--- src/sv/dda_pkg.sv ---
// Shared constants, codes and item types of the DDA line pixel generator.
// No dependencies; every other file imports this package.
`timescale 1ns / 1ps
`default_nettype none

package dda_pkg;

  // Screen size in pixels
  localparam int SCREEN_ROWS = 1024;
  localparam int SCREEN_COLS = 2048;

  // Field and state widths
  localparam int COORD_W    = 24;  // Q15.8 endpoint
  localparam int FRAC_IN    = 8;   // fraction bits of an endpoint
  localparam int POS_W      = 32;  // Q15.16 position
  localparam int FRAC_POS   = 16;  // fraction bits of a position
  localparam int STEP_W     = 18;  // Q1.16 signed increment
  localparam int QUOT_W     = 17;  // increment magnitude, up to one pixel
  localparam int CNT_W      = 17;  // pixels left in a segment
  localparam int MAG_W      = 24;  // absolute delta and span
  localparam int COLOR_W    = 32;
  localparam int ADDR_W     = 32;
  localparam int PITCH_W    = 16;
  localparam int BPP_W      = 6;
  localparam int BYTE_SHIFT = 3;   // bits to bytes

  // Configuration port
  localparam int CFG_IDX_W  = 2;
  localparam int CFG_DATA_W = 32;

  localparam logic [CFG_IDX_W-1:0] CFG_FRAME_BASE     = 2'd0;
  localparam logic [CFG_IDX_W-1:0] CFG_LINE_PITCH     = 2'd1;
  localparam logic [CFG_IDX_W-1:0] CFG_BITS_PER_PIXEL = 2'd2;

  localparam logic [PITCH_W-1:0] LINE_PITCH_RST = 16'd8192;
  localparam logic [BPP_W-1:0]   BPP_RST        = 6'd32;

  // Command codes
  localparam logic CMD_LOAD = 1'b0;
  localparam logic CMD_TICK = 1'b1;

  typedef struct packed {
    logic                      cmd;
    logic signed [COORD_W-1:0] start_row;
    logic signed [COORD_W-1:0] start_col;
    logic signed [COORD_W-1:0] end_row;
    logic signed [COORD_W-1:0] end_col;
    logic [COLOR_W-1:0]        pixel_color;
  } in_item_t;

  typedef struct packed {
    logic               write_enable;
    logic [ADDR_W-1:0]  pixel_address;
    logic [COLOR_W-1:0] pixel_value;
    logic               last;
    logic               busy_res;
  } out_item_t;

  // Divider request and response
  typedef struct packed {
    logic             start;
    logic [MAG_W-1:0] mag;
    logic [MAG_W-1:0] span;
  } div_req_t;

  typedef struct packed {
    logic              done;
    logic [QUOT_W-1:0] quot;
  } div_rsp_t;

endpackage

`default_nettype wire

--- src/sv/dda_if.sv ---
// Valid/ready channels for input items and result items.
// Depends on dda_pkg for the payload types.
`timescale 1ns / 1ps
`default_nettype none

interface dda_in_if;
  import dda_pkg::*;
  logic     valid;
  logic     ready;
  in_item_t data;
  modport source (output valid, output data, input ready);
  modport sink   (input valid, input data, output ready);
endinterface

interface dda_out_if;
  import dda_pkg::*;
  logic      valid;
  logic      ready;
  out_item_t data;
  modport source (output valid, output data, input ready);
  modport sink   (input valid, input data, output ready);
endinterface

`default_nettype wire

--- src/sv/dda_line_pixel_generator_core.sv ---
// Top level of the DDA line pixel generator: sequencer, position walk and
// address generation. Depends on dda_pkg, dda_if.sv and dda_div.
//
//   channel | dir | handshake          | payload
//   --------+-----+--------------------+---------------------------------------
//   in_ch   | in  | valid/ready        | cmd, endpoints (Q15.8), pixel_color
//   out_ch  | out | valid/ready        | write_enable, address, value, last, busy
//   cfg_*   | in  | cfg_we, no stall   | frame_base, line_pitch, bits_per_pixel
//
// A tick item's result is registered in the output stage, and the next item
// is taken in the following cycle as long as out_ch drains.
// A load item's result is registered at once; then the shared restoring
// divider runs twice (row, then column), 17 quotient bits each, and
// in_ch.ready stays low until both increments land.
// Reset (synchronous, rst_n low) idles the sequencer and empties the output
// stage; a stalled out_ch holds the result and blocks new items.
`timescale 1ns / 1ps
`default_nettype none

module dda_line_pixel_generator_core (
  input  logic                             clk,
  input  logic                             rst_n,
  dda_in_if.sink                           in_ch,
  dda_out_if.source                        out_ch,
  input  logic                             cfg_we,
  input  logic [dda_pkg::CFG_IDX_W-1:0]    cfg_index,
  input  logic [dda_pkg::CFG_DATA_W-1:0]   cfg_wdata
);
  import dda_pkg::*;

  localparam int PIX_W = POS_W - FRAC_POS - 1;  // on-screen pixel index bits

  typedef enum logic [2:0] {
    S_IDLE,
    S_ROW_GO,
    S_ROW_RUN,
    S_COL_GO,
    S_COL_RUN
  } state_t;

  // Configuration
  logic [ADDR_W-1:0]  frame_base_r;
  logic [PITCH_W-1:0] line_pitch_r;
  logic [BPP_W-1:0]   bpp_r;

  // Segment state
  state_t             state_r;
  logic               active_r;
  logic [POS_W-1:0]   cur_row_r;
  logic [POS_W-1:0]   cur_col_r;
  logic [STEP_W-1:0]  row_step_r;
  logic [STEP_W-1:0]  col_step_r;
  logic [CNT_W-1:0]   steps_left_r;
  logic [COLOR_W-1:0] held_color_r;

  // Operands held for the divider
  logic [MAG_W-1:0]   mag_row_r;
  logic [MAG_W-1:0]   mag_col_r;
  logic [MAG_W-1:0]   span_r;
  logic               neg_row_r;
  logic               neg_col_r;

  // Output stage
  logic               out_valid_r;
  out_item_t          out_r;

  div_req_t           div_req;
  div_rsp_t           div_rsp;

  logic               in_fire;
  logic               is_load;

  // Load datapath
  logic signed [COORD_W:0] d_row;
  logic signed [COORD_W:0] d_col;
  logic [COORD_W:0]   a_row;
  logic [COORD_W:0]   a_col;
  logic [MAG_W-1:0]   span_nxt;
  logic [POS_W-1:0]   row_init;
  logic [POS_W-1:0]   col_init;
  logic [CNT_W-1:0]   steps_init;

  // Tick datapath
  logic               on_screen;
  logic [PIX_W-1:0]   pix_row;
  logic [PIX_W-1:0]   pix_col;
  logic [PIX_W+PITCH_W-1:0] row_bytes;
  logic [PIX_W+BPP_W-1:0]   col_bits;
  logic [ADDR_W-1:0]  addr_nxt;
  logic [CNT_W-1:0]   steps_dec;
  out_item_t          res_nxt;

  // Increment from the divider
  logic [STEP_W-1:0]  q_ext;
  logic               q_neg;
  logic [STEP_W-1:0]  step_nxt;

  dda_div u_div (
    .clk   (clk),
    .rst_n (rst_n),
    .req_i (div_req),
    .rsp_o (div_rsp)
  );

  // Take an item only when idle and the output stage frees up this cycle
  assign in_ch.ready  = (state_r == S_IDLE) && (!out_valid_r || out_ch.ready);
  assign in_fire      = in_ch.valid && in_ch.ready;
  assign is_load      = (in_ch.data.cmd == CMD_LOAD);
  assign out_ch.valid = out_valid_r;
  assign out_ch.data  = out_r;

  always_comb begin
    div_req.start = (state_r == S_ROW_GO) || (state_r == S_COL_GO);
    div_req.mag   = (state_r == S_COL_GO) ? mag_col_r : mag_row_r;
    div_req.span  = span_r;
  end

  // Deltas, span and start position of a new segment
  always_comb begin
    d_row      = $signed({in_ch.data.end_row[COORD_W-1], in_ch.data.end_row})
                 - $signed({in_ch.data.start_row[COORD_W-1], in_ch.data.start_row});
    d_col      = $signed({in_ch.data.end_col[COORD_W-1], in_ch.data.end_col})
                 - $signed({in_ch.data.start_col[COORD_W-1], in_ch.data.start_col});
    a_row      = d_row[COORD_W] ? (COORD_W+1)'(-d_row) : d_row;
    a_col      = d_col[COORD_W] ? (COORD_W+1)'(-d_col) : d_col;
    span_nxt   = (a_row > a_col) ? a_row[MAG_W-1:0] : a_col[MAG_W-1:0];
    row_init   = POS_W'(in_ch.data.start_row) << FRAC_IN;
    col_init   = POS_W'(in_ch.data.start_col) << FRAC_IN;
    steps_init = CNT_W'(span_nxt >> FRAC_IN) + CNT_W'(1);
  end

  // Pixel write of the current position; negative and off-screen positions are clipped
  always_comb begin
    on_screen = !cur_row_r[POS_W-1] && !cur_col_r[POS_W-1]
                && (cur_row_r[POS_W-1:FRAC_POS] < (POS_W-FRAC_POS)'(SCREEN_ROWS))
                && (cur_col_r[POS_W-1:FRAC_POS] < (POS_W-FRAC_POS)'(SCREEN_COLS));
    pix_row   = cur_row_r[POS_W-2:FRAC_POS];
    pix_col   = cur_col_r[POS_W-2:FRAC_POS];
    row_bytes = (PIX_W+PITCH_W)'(pix_row) * (PIX_W+PITCH_W)'(line_pitch_r);
    col_bits  = (PIX_W+BPP_W)'(pix_col) * (PIX_W+BPP_W)'(bpp_r);
    addr_nxt  = frame_base_r + ADDR_W'(row_bytes) + ADDR_W'(col_bits >> BYTE_SHIFT);
    steps_dec = steps_left_r - CNT_W'(1);

    res_nxt = '0;
    if (is_load) begin
      res_nxt.busy_res = 1'b1;
    end else if (active_r) begin
      if (on_screen) begin
        res_nxt.write_enable  = 1'b1;
        res_nxt.pixel_address = addr_nxt;
        res_nxt.pixel_value   = held_color_r;
      end
      res_nxt.last     = (steps_dec == '0);
      res_nxt.busy_res = (steps_dec != '0);
    end
  end

  // Signed increment; a zero span means a single pixel with no motion
  always_comb begin
    q_ext    = STEP_W'(div_rsp.quot);
    q_neg    = (state_r == S_COL_RUN) ? neg_col_r : neg_row_r;
    step_nxt = (span_r == '0) ? '0 : (q_neg ? STEP_W'(-q_ext) : q_ext);
  end

  always_ff @(posedge clk) begin
    if (!rst_n) begin
      frame_base_r <= '0;
      line_pitch_r <= LINE_PITCH_RST;
      bpp_r        <= BPP_RST;
      state_r      <= S_IDLE;
      active_r     <= 1'b0;
      out_valid_r  <= 1'b0;
    end else begin
      // Configuration writes; unknown indexes drop
      if (cfg_we) begin
        unique case (cfg_index)
          CFG_FRAME_BASE:     frame_base_r <= cfg_wdata[ADDR_W-1:0];
          CFG_LINE_PITCH:     line_pitch_r <= cfg_wdata[PITCH_W-1:0];
          CFG_BITS_PER_PIXEL: bpp_r        <= cfg_wdata[BPP_W-1:0];
          default: ;
        endcase
      end

      // Output stage: load on accept, empty when taken
      if (in_fire) begin
        out_valid_r <= 1'b1;
        out_r       <= res_nxt;
      end else if (out_ch.ready) begin
        out_valid_r <= 1'b0;
      end

      unique case (state_r)
        S_IDLE: begin
          if (in_fire && is_load) begin
            cur_row_r    <= row_init;
            cur_col_r    <= col_init;
            steps_left_r <= steps_init;
            held_color_r <= in_ch.data.pixel_color;
            mag_row_r    <= a_row[MAG_W-1:0];
            mag_col_r    <= a_col[MAG_W-1:0];
            neg_row_r    <= d_row[COORD_W];
            neg_col_r    <= d_col[COORD_W];
            span_r       <= span_nxt;
            active_r     <= 1'b1;
            state_r      <= S_ROW_GO;
          end else if (in_fire && active_r) begin
            // Advance one increment, wrapping modulo 2^32
            cur_row_r    <= cur_row_r + POS_W'($signed(row_step_r));
            cur_col_r    <= cur_col_r + POS_W'($signed(col_step_r));
            steps_left_r <= steps_dec;
            if (steps_dec == '0) begin
              active_r <= 1'b0;
            end
          end
        end
        S_ROW_GO:  state_r <= S_ROW_RUN;
        S_ROW_RUN: begin
          if (div_rsp.done) begin
            row_step_r <= step_nxt;
            state_r    <= S_COL_GO;
          end
        end
        S_COL_GO:  state_r <= S_COL_RUN;
        S_COL_RUN: begin
          if (div_rsp.done) begin
            col_step_r <= step_nxt;
            state_r    <= S_IDLE;
          end
        end
        default:   state_r <= S_IDLE;
      endcase
    end
  end

`ifndef SYNTHESIS
  // A load starts the row division in the next cycle
  a_load_starts_div: assert property (@(posedge clk) disable iff (!rst_n)
    (in_fire && is_load) |=> (state_r == S_ROW_GO))
    else $error("load did not start the divider");

  // The divider only reports while the sequencer waits for it
  a_done_when_waiting: assert property (@(posedge clk) disable iff (!rst_n)
    div_rsp.done |-> (state_r == S_ROW_RUN || state_r == S_COL_RUN))
    else $error("divider result outside a wait state");

  // The final tick ends the segment and flags it
  a_final_tick: assert property (@(posedge clk) disable iff (!rst_n)
    (in_fire && !is_load && active_r && steps_left_r == CNT_W'(1))
    |=> (!active_r && out_valid_r && out_r.last && !out_r.busy_res))
    else $error("final tick did not close the segment");

  // A pixel write always carries the segment color
  a_write_color: assert property (@(posedge clk) disable iff (!rst_n)
    (out_valid_r && out_r.write_enable) |-> (out_r.pixel_value == held_color_r))
    else $error("pixel value differs from segment color");
`endif

endmodule

`default_nettype wire

--- src/sv/dda_div.sv ---
// Restoring divider, one quotient bit per cycle: floor(mag * 2^16 / span).
// Requires mag <= span and span != 0. Depends on dda_pkg.
`timescale 1ns / 1ps
`default_nettype none

module dda_div (
  input  logic              clk,
  input  logic              rst_n,
  input  dda_pkg::div_req_t req_i,
  output dda_pkg::div_rsp_t rsp_o
);
  import dda_pkg::*;

  localparam int ITC_W = $clog2(QUOT_W);
  localparam logic [ITC_W-1:0] ITC_LAST = ITC_W'(QUOT_W - 1);

  logic              busy_r;
  logic              done_r;
  logic [ITC_W-1:0]  cnt_r;
  logic [MAG_W-1:0]  rem_r;
  logic [MAG_W-1:0]  span_r;
  logic [QUOT_W-1:0] quot_r;

  logic [MAG_W:0]    trial;
  logic [MAG_W:0]    diff;
  logic              fits;
  logic [MAG_W-1:0]  rem_nxt;
  logic [QUOT_W-1:0] quot_nxt;

  // First bit compares the unshifted remainder (quotient bit of weight 2^16)
  always_comb begin
    trial    = (cnt_r == '0) ? {1'b0, rem_r} : {rem_r, 1'b0};
    diff     = trial - {1'b0, span_r};
    fits     = trial >= {1'b0, span_r};
    rem_nxt  = fits ? diff[MAG_W-1:0] : trial[MAG_W-1:0];
    quot_nxt = {quot_r[QUOT_W-2:0], fits};
  end

  always_ff @(posedge clk) begin
    if (!rst_n) begin
      busy_r <= 1'b0;
      done_r <= 1'b0;
      cnt_r  <= '0;
    end else if (req_i.start) begin
      busy_r <= 1'b1;
      done_r <= 1'b0;
      cnt_r  <= '0;
      rem_r  <= req_i.mag;
      span_r <= req_i.span;
      quot_r <= '0;
    end else if (busy_r) begin
      rem_r  <= rem_nxt;
      quot_r <= quot_nxt;
      if (cnt_r == ITC_LAST) begin
        busy_r <= 1'b0;
        done_r <= 1'b1;
      end else begin
        cnt_r <= cnt_r + ITC_W'(1);
      end
    end else begin
      done_r <= 1'b0;
    end
  end

  assign rsp_o.done = done_r;
  assign rsp_o.quot = quot_r;

endmodule

`default_nettype wire
--- src/flat_wrapper.sv ---
// flat-port wrapper written by rule: the top's interface ports become plain ports
module dda_line_pixel_generator_core_flat import dda_pkg::*;
  (clk, rst_n, cfg_we, cfg_index, cfg_wdata, in_ch_valid, in_ch_data, in_ch_ready, out_ch_valid, out_ch_data, out_ch_ready);
  dda_in_if in_ch_i ();
  dda_out_if out_ch_i ();
  input  logic clk;
  input  logic rst_n;
  input  logic cfg_we;
  input  logic [dda_pkg::CFG_IDX_W-1:0] cfg_index;
  input  logic [dda_pkg::CFG_DATA_W-1:0] cfg_wdata;
  input wire logic [$bits(in_ch_i.valid)-1:0] in_ch_valid;
  input wire logic [$bits(in_ch_i.data)-1:0] in_ch_data;
  output wire logic [$bits(in_ch_i.ready)-1:0] in_ch_ready;
  output wire logic [$bits(out_ch_i.valid)-1:0] out_ch_valid;
  output wire logic [$bits(out_ch_i.data)-1:0] out_ch_data;
  input wire logic [$bits(out_ch_i.ready)-1:0] out_ch_ready;
  assign in_ch_i.valid = in_ch_valid;
  assign in_ch_i.data = in_ch_data;
  assign in_ch_ready = in_ch_i.ready;
  assign out_ch_valid = out_ch_i.valid;
  assign out_ch_data = out_ch_i.data;
  assign out_ch_i.ready = out_ch_ready;
  dda_line_pixel_generator_core u_core (.clk(clk), .rst_n(rst_n), .in_ch(in_ch_i), .out_ch(out_ch_i), .cfg_we(cfg_we), .cfg_index(cfg_index), .cfg_wdata(cfg_wdata));
endmodule
--- config.mk ---
export PLATFORM = sky130hd
export DESIGN_NAME = dda_line_pixel_generator_core_flat
export DESIGN_NICKNAME = d
export VERILOG_FILES = /design/src/sv/dda_pkg.sv /design/src/sv/dda_if.sv /design/src/sv/dda_line_pixel_generator_core.sv /design/src/sv/dda_div.sv /design/src/flat_wrapper.sv
export SDC_FILE = /design/constraint.sdc
export NUM_CORES = 2
export LEC_CHECK = 0
export BUFFER_PORTS_ARGS = -buffer_cell sky130_fd_sc_hd__buf_2
export CAP_MARGIN = 20
export CORE_ASPECT_RATIO = 0.7
export CORE_MARGIN = 2
export CORE_UTILIZATION = 30
export CTS_BUF_LIST = sky130_fd_sc_hd__clkbuf_4
export CTS_CLUSTER_DIAMETER = 200
export DETAILED_ROUTE_END_ITERATION = 8
export GPL_ROUTABILITY_DRIVEN = 0
export SLEW_MARGIN = 20
export SYNTH_ARGS = -nofsm -noshare
export SYNTH_HDL_FRONTEND = slang
export SYNTH_SLANG_ARGS = --single-unit
--- constraint.sdc ---
create_clock -name clk -period 16.7 [get_ports clk]
set_input_delay 0.835 -clock clk [delete_from_list [all_inputs] [get_ports clk]]
set_output_delay 0.835 -clock clk [all_outputs]
set_load 0.1 [all_outputs]
==> qor.csv <==
stage;metric;value;unit
timing;setup-violating endpoint count in the final report;0;
timing;period utilization;60.0;%
cts;library cell used as clock root buffer;sky130_fd_sc_hd__clkbuf_4;
timing;number of failing hold endpoints at the final stage;0;
critical_path;category of the worst setup path launch point;flop;
timing;Worst Skew;0.154;ns
cells_and_area;Register Area;12000;µm²
critical_path;reg2reg end;u_core.out_ch.data[64];
min_path;Hold Path Origin;rst_n;
power;maximum resistive drop on vdd;0.0000609;V
floorplan;floorplan die height;300;µm
timing;worst relative slew slack;30.8;%
timing;maximum clock frequency;99.8;MHz
floorplan;Boundary Pins;237;
timing;Worst Tran Pin Value;1.01;ns
critical_path;type of the setup path with the least slack;flop to flop;
yosys;adder-cell share of the synthesized area;25.0;%
cts;number of levels the H-tree was split into;3;
yosys;largest family of logic cells by synthesized area;adder cells;
yosys;library cells used by synthesis;87;
yosys;Syn Area/Cell;9.47;µm²
yosys;sequential area share after synthesis;31.8;%
cts;clk sinks;421;
floorplan;effective utilization at floorplan;30.3;%
yosys;portion of netlist area occupied by mux cells;2.24;%
cells_and_area;Area growth syn-to-layout;14.8;%
yosys;number of standard cells after synthesis;3973;
floorplan;floorplan row count;108;
run_status;result of the run;completed;
min_path;worst hold path type;input port to flop;
routing;iteration-0 DRC count of the detailed router;2823;
cells_and_area;Non-Filler Instances;6060;
routing;Pre-antenna DRT Iters;6;
critical_path;R2R cell count;37;
min_path;hold endpoint;u_core.line_pitch_r[13];
yosys;synth top area cells;sky130_fd_sc_hd__edfxtp_1 (28%), sky130_fd_sc_hd__fa_1 (15%), sky130_fd_sc_hd__ha_1 (9.8%);
cells_and_area;core utilization of the finished layout;34.8;%
yosys;fraction of the mapped netlist area in compound gates;12.3;%
cts;number of buffers on the longest clock path;3;
power;areal power density over the cells;89.4;nW/µm²
placed_design;placed cell count;5750;
yosys;Post-synth top flop;sky130_fd_sc_hd__edfxtp_1;
routing;average wire per standard cell;19.4;µm
critical_path;Max stage delay on crit path;0.65;ns
global_routing;antenna violations before repair;7;
routing;vias after detailed routing;30400;
yosys;cell area after technology mapping;37600;µm²
cells_and_area;multi-input combinational cell area;23200;µm²
cts;clock-pin transition on the worst setup and hold timing paths;0.07;ns
routing;DRT Wirelength;117;mm
critical_path;endpoint class of the critical path;flop;
floorplan;DIE WIDTH;427;µm
cts;clock tree from TritonCTS;done;
timing;setup repair after global routing missed its margin;false;
timing;setup TNS;0;ns
routing;number of nets with antenna violations after routing;0;
floorplan;area of the die;128000;µm²
routing;mean number of vias per cell;5.02;
yosys;synthesis warning total;0;
power;total leakage power;18.5;nW
floorplan;Core Box Area;124000;µm²
timing;number of max-slew violations in the final report;0;
yosys;proportion of register bits with asynchronous set or reset after synthesis;0;%
global_routing;wire length of the first global-routing pass;178;mm
yosys;post-synth net total;4721;
critical_path;slowest stage cell, crit path;sky130_fd_sc_hd__dfxtp_1;
cells_and_area;Layout Nets;5053;
yosys;number of enable-type register cells in the synthesized netlist;355;
critical_path;arrival time of the worst setup path;10.82;ns
placed_design;final HPWL from detailed placement;90.6;mm
yosys;area share of the leading cell type in the synthesized netlist;28.3;%
critical_path;start of the worst register-to-register path;u_core.bpp_r[3];
global_routing;total congestion overflow after global routing;0;
min_path;Hold Path Depth;2;
yosys;flip-flop and latch count after synthesis;421;
yosys;xor and xnor area share after synthesis;4.80;%
cts;clock buffers created by TritonCTS;120;
timing;Tmin final;10.02;ns
critical_path;Req. time, crit path;17.50;ns
cts;insertion delay to the later sink of the worst-skew pair;1.13;ns
yosys;Yosys top cell by area;sky130_fd_sc_hd__edfxtp_1;
critical_path;Crit path top cell by count;sky130_fd_sc_hd__fa_1;
critical_path;internal reg-to-reg setup slack;6.68;ns
yosys;simple logic cell fraction of the synthesized area;17.2;%
cts;post-CTS repair timing setup buffer count;0;
global_routing;largest net degree at the start of global routing;75;
critical_path;CP max FO;16;
global_routing;GRT Overall Usage;18.2;%
global_routing;vias in the first global route;29600;
routing;DRC viols;0;
cells_and_area;layout filler cell count;12600;
cells_and_area;layout cell share with drive strength beyond 1;12.1;%
flow_run;Maximum Capacitance Violations;0;
placed_design;port bufs;236;
==> layout make-up <==
| type | instances | area share (%) |
|---|---|---|
| multi-input combinational | 2898 | 53.7 |
| tap | 1650 | 4.78 |
| timing repair buffer | 349 | 5.23 |
| inverter | 515 | 4.48 |
| clock buffer | 161 | 2.80 |
| antenna | 5 | 0.0290 |
| clock inverter | 61 | 1.21 |
| sequential | 421 | 27.7 |
==> state kept, by name, summed over array words and instances, names as in the netlist, 3 cells and up <==
register,count
u_core.bpp_r,6
u_core.col_step_r,18
u_core.cur_col_r,32
u_core.cur_row_r,32
u_core.frame_base_r,32
u_core.held_color_r,32
u_core.line_pitch_r,16
u_core.mag_col_r,24
u_core.mag_row_r,24
u_core.out_ch.data,67
u_core.row_step_r,18
u_core.span_r,24
u_core.state_r,3
u_core.steps_left_r,17
u_core.u_div.cnt_r,5
u_core.u_div.quot_r,17
u_core.u_div.rem_r,24
u_core.u_div.span_r,24
==> cell usage after synthesis (all sizes together) (13+ instances only) <==
library cell    n
nand4          34
nand2b         32
a31oi          24
nor3           76
edfxtp        355
fa            286
or3            38
and4           15
o21ai         135
clkbuf        123
o31ai          26
xor2           87
dfxtp          66
and3           25
a211oi         39
o21a           24
nand2         427
nor2b          45
o211ai         21
mux2           32
ha            294
mux2i          48
nor2          252
inv           515
or2            16
nand3          51
and2          227
nand3b         13
a21oi         251
xnor2         119
nor4           25
buf            16
a21o           74
==> logic make-up (layout without fill, tap and decap cells) <==
family	after synthesis	count (layout)
and+or+nand+nor	1307	1307
AOI/OAI and AO/OA	725	725
buffers and inverters	654	1086
adders and majority gates	580	580
DFF	421	421
xor gates and xnor gates	206	206
muxes	80	80
other	0	5
==> power breakdown <==
part	total (W)	switching [W]	internal [W]	leakage (nW)
clock network	0.00112	0.000532	0.000586	0.996
registers	0.00127	0.0000446	0.00123	3.82
logic	0.00147	0.000922	0.000551	13.7
==> layer usage <==
layer  wire, µm  vias up  global-route usage, %
met5         13        -                      0
met4       4790        2                   7.79
met3      10400      199                   4.24
met2      47200     1217                   25.3
met1      55000    14700                   26.7
li1           -    14300                      -
==> critical path, delay by kind of cell, from the launching register on <==
family / cells / cell delay [ns]
buffers and inverters: 3 / 0.14
flip-flops: 1 / 0.65
AND/OR/NAND/NOR: 6 / 0.99
adder cells (fa/ha/maj): 9 / 3.75
AO/OA/AOI/OAI: 19 / 4.21
==> per-stage QoR <==
stage                     setup slack [ns]  total power (W)  hold slack [ns]  cell area [µm²]
final                                 6.68          0.00386            0.141            43200
after global routing                  5.96          0.00412           0.0426            43200
after CTS                             6.75          0.00388         0.000290            43100
after detailed placement              6.82          0.00272            0.435            40600
after global placement                7.09          0.00270            0.437            40600
after floorplan                       3.21          0.00232            0.427            37600
==> worst max-delay path by stage <==
| stage | slack (ns) | endpoint | startpoint | cells past startpoint |
|---|---|---|---|---|
| finish | 6.68 | u_core.out_ch.data[64] | u_core.bpp_r[3] | 37 |
| global route | 5.96 | u_core.out_ch.data[64] | u_core.bpp_r[4] | 37 |
| CTS | 6.75 | u_core.out_ch.data[64] | u_core.cur_col_r[21] | 38 |
| detailed placement | 6.82 | u_core.out_ch.data[64] | u_core.cur_col_r[21] | 38 |
| global placement | 7.09 | u_core.out_ch.data[64] | u_core.cur_col_r[21] | 38 |
| floorplan | 3.21 | u_core.held_color_r[0] | out_ch_ready | 7 |
==> layout by cell type, fill, tap and decap left out, drive strengths merged, types with 32 or more instances in the layout <==
cell type    instances
a211oi              39
a21o                74
a21oi              251
and2               227
buf                267
clkbuf             161
clkinv              50
dfxtp               66
dlygate4sd3         81
edfxtp             355
fa                 286
ha                 294
inv                518
mux2                32
mux2i               48
nand2              427
nand2b              32
nand3               51
nand4               34
nor2               252
nor2b               45
nor3                76
o21ai              135
or3                 38
xnor2              119
xor2                87
==> repair_timing <==
item / in CTS / in global routing
hold buffers: 81 / 0
hold endpoints to repair: 92 / 0
resized for setup: 0 / 0
No activity file was read; power rests on OpenSTA's default activity.
